<file path="src/rtl/tmr_pkg.sv">
package tmr_pkg;

    localparam int MAX_SIDE_DEF  = 64;
    localparam int MAX_STEPS_DEF = 2000;

    localparam int FRAC_W      = 16;
    localparam int POS_W       = 25;   // signed Q8.16, room for origin plus any march
    localparam int ORIGIN_W    = 22;
    localparam int STEP_W      = 11;
    localparam int MAP_REG_W   = 7;
    localparam int LIM_W       = 9;
    localparam int COORD_W     = POS_W - 1 - FRAC_W;
    localparam int KIND_W      = 4;
    localparam int WIDTH_W     = 17;
    localparam int STEPS_OUT_W = 11;
    localparam int CFG_IDX_W   = 1;

    localparam logic [WIDTH_W-1:0] ONE_Q16  = 17'd65536;
    localparam logic [WIDTH_W-1:0] HALF_Q16 = 17'd32768;
    localparam logic [WIDTH_W-1:0] DOOR_TOL = 17'd1310;

    localparam logic [KIND_W-1:0] CODE_OPEN    = 4'd0;
    localparam logic [KIND_W-1:0] CODE_WALL_LO = 4'd1;
    localparam logic [KIND_W-1:0] CODE_WALL_HI = 4'd10;
    localparam logic [KIND_W-1:0] CODE_OOB     = 4'd2;
    localparam logic [KIND_W-1:0] CODE_HDOOR   = 4'd11;
    localparam logic [KIND_W-1:0] CODE_VDOOR   = 4'd12;

    localparam logic [CFG_IDX_W-1:0] CFG_MAP_WIDTH  = 1'b0;
    localparam logic [CFG_IDX_W-1:0] CFG_MAP_HEIGHT = 1'b1;

    typedef enum logic [1:0] {
        REQ_TILE = 2'd0,
        REQ_DOOR = 2'd1,
        REQ_CAST = 2'd2,
        REQ_NONE = 2'd3
    } req_t;

    typedef enum logic [1:0] {
        ST_IDLE,
        ST_PRIME,
        ST_MARCH
    } state_t;

    typedef struct packed {
        logic                stop;
        logic [KIND_W-1:0]   kind;
        logic [FRAC_W-1:0]   tex;
    } probe_res_t;

    // distance of a fraction to the nearest integer
    function automatic logic [WIDTH_W-1:0] near_int_dist(input logic [FRAC_W-1:0] f);
        logic [WIDTH_W-1:0] fe;
        logic [WIDTH_W-1:0] g;
        fe = {1'b0, f};
        g  = ONE_Q16 - fe;
        return (fe < g) ? fe : g;
    endfunction

    // true when the point is off the door's centre line by more than the tolerance
    function automatic logic off_centre(input logic [WIDTH_W-1:0] d);
        logic [WIDTH_W-1:0] diff;
        diff = (d > HALF_Q16) ? (d - HALF_Q16) : (HALF_Q16 - d);
        return diff > DOOR_TOL;
    endfunction

endpackage

</file>
<file path="src/rtl/tmr_probe.sv">
module tmr_probe (
    input  logic                        in_map,
    input  logic [tmr_pkg::KIND_W-1:0]  code,
    input  logic [tmr_pkg::WIDTH_W-1:0] open_width,
    input  logic [tmr_pkg::FRAC_W-1:0]  frac_x,
    input  logic [tmr_pkg::FRAC_W-1:0]  frac_y,
    output tmr_pkg::probe_res_t         res
);

    logic [tmr_pkg::WIDTH_W-1:0] dist_x;
    logic [tmr_pkg::WIDTH_W-1:0] dist_y;
    logic [tmr_pkg::FRAC_W-1:0]  along;
    logic [tmr_pkg::WIDTH_W-1:0] door_tex;

    assign dist_x = tmr_pkg::near_int_dist(frac_x);
    assign dist_y = tmr_pkg::near_int_dist(frac_y);

    // horizontal door runs along x, vertical along y
    assign along    = (code == tmr_pkg::CODE_HDOOR) ? frac_x : frac_y;
    assign door_tex = tmr_pkg::ONE_Q16 - open_width + {1'b0, along};

    always_comb
    begin
        res.stop = 1'b0;
        res.kind = tmr_pkg::CODE_OPEN;
        res.tex  = '0;
        if (!in_map)
        begin
            res.stop = 1'b1;
            res.kind = tmr_pkg::CODE_OOB;
        end
        else if (code inside {[tmr_pkg::CODE_WALL_LO:tmr_pkg::CODE_WALL_HI]})
        begin
            res.stop = 1'b1;
            res.kind = code;
            res.tex  = (dist_x >= dist_y) ? frac_x : frac_y;
        end
        else if (code == tmr_pkg::CODE_HDOOR)
        begin
            if (!tmr_pkg::off_centre(dist_y) && ({1'b0, frac_x} < open_width))
            begin
                res.stop = 1'b1;
                res.kind = code;
                res.tex  = door_tex[tmr_pkg::FRAC_W-1:0];
            end
        end
        else if (code == tmr_pkg::CODE_VDOOR)
        begin
            if (!tmr_pkg::off_centre(dist_x) && ({1'b0, frac_y} < open_width))
            begin
                res.stop = 1'b1;
                res.kind = code;
                res.tex  = door_tex[tmr_pkg::FRAC_W-1:0];
            end
        end
    end

endmodule

</file>
<file path="config.mk">
export PLATFORM = sky130hd
export DESIGN_NAME = tmr_probe
export DESIGN_NICKNAME = d
export VERILOG_FILES = /design/src/rtl/tmr_pkg.sv /design/src/rtl/tmr_probe.sv
export SDC_FILE = /design/constraint.sdc
export NUM_CORES = 1
export LEC_CHECK = 0
export ABC_AREA = 1
export BUFFER_PORTS_ARGS = -buffer_cell sky130_fd_sc_hd__buf_2
export CAP_MARGIN = 20
export CORE_MARGIN = 2
export CORE_UTILIZATION = 25
export DETAILED_ROUTE_END_ITERATION = 16
export GPL_ROUTABILITY_DRIVEN = 0
export SLEW_MARGIN = 40
export SYNTH_ARGS = -nofsm -noshare
export SYNTH_HDL_FRONTEND = slang
export SYNTH_SLANG_ARGS = --single-unit
</file>
<file path="constraint.sdc">
create_clock -name vclk -period 8.78
set_clock_uncertainty 0.2 [all_clocks]
set_input_delay 1.756 -clock vclk [all_inputs]
set_output_delay 1.756 -clock vclk [all_outputs]
set_load 0.05 [all_outputs]
</file>
After elaboration in Yosys (flattened, before gate mapping)

Cells that the tools add are included.

Reductions and logical operators: 5
$add $sub $neg: 8
Mux-type cells: 13
Eq/ne operators: 2
$lt $le $gt $ge: 11

Operator list:

| cell                   | count |
|---|---|
| $mux 21                | 5 |
| $lt 16x17->1           | 4 |
| $mux 17                | 4 |
| $mux 16                | 3 |
| $gt 17x11->1 const B   | 2 |
| $gt 17x16->1 const B   | 2 |
| $sub 16x17->17 const A | 2 |
| $sub 17x16->17 const A | 2 |
| $sub 17x16->17 const B | 2 |
| $ge 17x17->1           | 1 |
| $add 16x16->16         | 1 |
| $sub 1x16->16 const A  | 1 |
| $eq 4x4->1 const B     | 2 |
| $mux 5                 | 1 |
| $ge 4x1->1 const B     | 1 |
| $le 4x4->1 const B     | 1 |
| $logic_and 1x1->1      | 3 |
| $logic_not 1->1        | 2 |

Input port bits: 54
Register bits after elaboration: 0

Logic depth before layout (Yosys ltp)

Depth in word-level cells: 13
Mapped depth: 34
Mapped depth without buffers: 33

Worst setup path before layout

No wires, ideal clock.

Kind: input port to output port
Start point: in frac_x[2] (netlist bit)
End point: out res[2] (netlist bit)
Data arrival time: 6405 ps
Data required time: 6824 ps
Buffers on the path: 3
Slack: 419 ps
Cell stages on the path: 33
Cells stage by stage: nor3_1 -> inv_1 -> nor4_1 -> inv_1 -> nor2_1 -> nand3_1 -> nor2_1 -> nand3_1 -> ha_1 -> xnor2_1 -> nand2_2 -> inv_2 -> nand2_1 -> nor2_1 -> nand2_2 -> nand3_4 -> buf_6 -> nand2_1 -> nand2_2 -> inv_2 -> ha_1 -> nand2_1 -> nor2_1 -> inv_1 -> nor3_1 -> nand4_1 -> nand3_1 -> clkbuf_1 -> clkbuf_1 -> a21oi_1 -> o21ai_0 -> o211ai_1 -> a21oi_1

RTL lines:

| item               | line           | RTL |
|---|---|---|
| start: declaration | tmr_probe.sv:5 | `input logic [tmr_pkg::FRAC_W-1:0] frac_x,` |
| end: declaration   | tmr_probe.sv:7 | `output tmr_pkg::probe_res_t res` |

==> results_dict.tcl <==
set metrics [dict create \
    crit_path_start_kind "input port" \
    vias 6889 \
    detail_route.vias_per_cell 4.93 \
    place_worst_setup_slack_ns 0.144 \
    netlist_area_sq_mm 0.00566 \
    critPathKind "in2out" \
    synthDistinctLibCells 48 \
    grt_antenna_before_repair 0 \
    crit_top_cell "nand2_1" \
    setup-tns-final_ns 0 \
    synth_nets 1173 \
    max-slew-margin-rel 0.573 \
    synth_sequential_area_ratio 0 \
    floorplan.die_area_sq_mm 0.0238 \
    crit_arrival_ns 6.49 \
    whs_ns 3.76 \
    total_routing_resource_utilization_after_global_routing 0.162 \
    post-synth-top-area-fraction 0.192 \
    synth_largest_area_cell "nand2_1" \
    coreArea_sq_mm 0.0224 \
    irDropWorstVdd_v 0.0000404 \
    initial_core_utilization 0.252 \
    die_width_microns 154 \
    met3WireLength_mm 1.06 \
    wl_met2_mm 8.82 \
    port-buffer-count 75 \
    drt_first_iter_violations 650 \
    drc_violations 0 \
    static-leakage-power_nw 3.52 \
    final.min_clock_period_ns 8.44 \
    slew_viol_final 0 \
    run_status "finished clean" \
    setup_viol 0 \
    wire_per_inst_microns 14.2 \
    dr.max_layer_used "met4" \
    first_pass_grt_wire_length_mm 32.1 \
    clock.fmax_mhz 118 \
    synthesis.yosys.warnings 0 \
    cp_data_required_time_ns 6.82 \
    n_fill_cell 2556 \
    max_stage_delay_ns 0.33 \
    clkbuf_count 0 \
    nFlopsAndLatches 0 \
    hpwlAfterDp_mm 16.7 \
    globalRoute.totalOverflow 0 \
    netlist_instances 1035 \
    grt_start_max_net_pins 30 \
    drt-met1-wl_mm 9.59 \
    hold_violations 0 \
    timing.critical_path.fanout_max 29 \
    worst_setup_path_end_kind "primary output" \
    seqCellArea_sq_um 0 \
    min-delay-path-class "in2out" \
    crit_slowest_cell "ha_1" \
    syn-mean-instance-area_sq_um 5.46 \
    fin_nets 1251 \
    crit_buf_inv 9 \
    multiInputGateArea_sq_mm 0.00500 \
    number_of_global_route_vias_before_repair 6307 \
    die_height_microns 154 \
    max_cap_violations 0 \
    finalWorstSetupSlack_ns 0.339 \
    placement_rows 55 \
    ioPinCount 75 \
    layout-area-overhead-vs-synth_pct 15.1 \
    rsz_0062_raised_after_global_routing "no" \
    postRouteAntennaNets 0 \
    post_synth_main_area_contributors "nand2_1 19%, ha_1 18%, inv_1 9.9%, nor2_1 7.2%, nand3_1 6.5%" \
    finalWirelength_mm 19.9 \
    layout-drive-gt1-share 0.160 \
    count_of_inserted_antenna_diode_cells 0 \
    drtPass1Iterations 5 \
    cellPowerDensity_mw_per_mm2 65.6 \
    cts_hold_buffers 0 \
    timing_worst_slew_pin_value_ns 0.636 \
    critPathTopFamily "simple AND/OR/NAND/NOR gates" \
    post_route_clock_period_utilization 0.961 \
]
worst min-delay path, stage by stage:
cell and delay, ns:
buf_2 0.12, nand2_1 0.06, a21oi_1 0.06, buf_2 0.21
kinds of logic after synthesis:
family,synth area share
buffers and inverters,0.132
AND/OR/NAND/NOR,0.474
XOR/XNOR,0.0496
other,0.00133
adder cells (fa/ha/maj),0.187
AO/OA/AOI/OAI,0.156
per-layer routing:
| layer | up-vias | global-route usage |
|---|---|---|
| met5 | - | 0 |
| li1 | 3551 | - |
| met3 | 34 | 0.00757 |
| met1 | 3061 | 0.233 |
| met4 | 0 | 0.0181 |
| met2 | 243 | 0.276 |
repair_timing:
action                                  4_1_cts  5_1_grt
buffers inserted                              0        2
gates resized for setup                       0       23
endpoints found under the setup margin        0       19
where the power goes:
group | internal [mW] | switching [mW]
Sequential | 0 | 0
Clock | 0 | 0
Combinational | 0.143 | 0.284
Total | 0.143 | 0.284
cell usage after synthesis (all sizes together) (7+ instances only):
master  count
a21oi      73
xor2       25
nor2      128
nand4      39
buf        15
nand3      78
o21ai      60
clkbuf      9
inv       153
nor3       11
ha         83
nand2     315
xnor2       7
final cells by class:
| cell class | instances | share of cell area |
|---|---|---|
| multi-input cells | 859 | 0.768 |
| repair buffers | 98 | 0.0888 |
| inverters | 154 | 0.0888 |
| well taps | 285 | 0.0548 |
cells in the final DEF, fill, tap and decap left out, types with 23 or more instances in the layout:
| cell type | netlist | final |
|---|---|---|
| nand2_1 | 289 | 289 |
| a21oi_1 | 65 | 65 |
| nor2_1 | 108 | 107 |
| xor2_1 | 25 | 25 |
| nand4_1 | 37 | 37 |
| nand3_1 | 74 | 74 |
| ha_1 | 83 | 83 |
| inv_1 | 149 | 149 |
| o21ai_0 | 56 | 55 |
| buf_4 | 2 | 23 |
| buf_2 | 2 | 71 |
metrics by stage:
| step | power, mW | area, sq um | cells | utilization |
|---|---|---|---|---|
| finish | 0.427 | 6510 | 1396 | 0.290 |
| global route | 0.481 | 6510 | 1396 | 0.290 |
| CTS | 0.416 | 6400 | 1392 | 0.285 |
| detailed placement | 0.414 | 6400 | 1392 | 0.285 |
| global placement | 0.411 | 6400 | 1392 | 0.285 |
| floorplan | 0.302 | 5660 | 1035 | - |
path summary, 6_finish.rpt:
| kind | startpoint | to | cells past startpoint |
|---|---|---|---|
| min | code[0] | res[16] | 4 |
| max | frac_x[4] | res[9] | 35 |
Note: power is estimated with default switching activity, not from simulation.
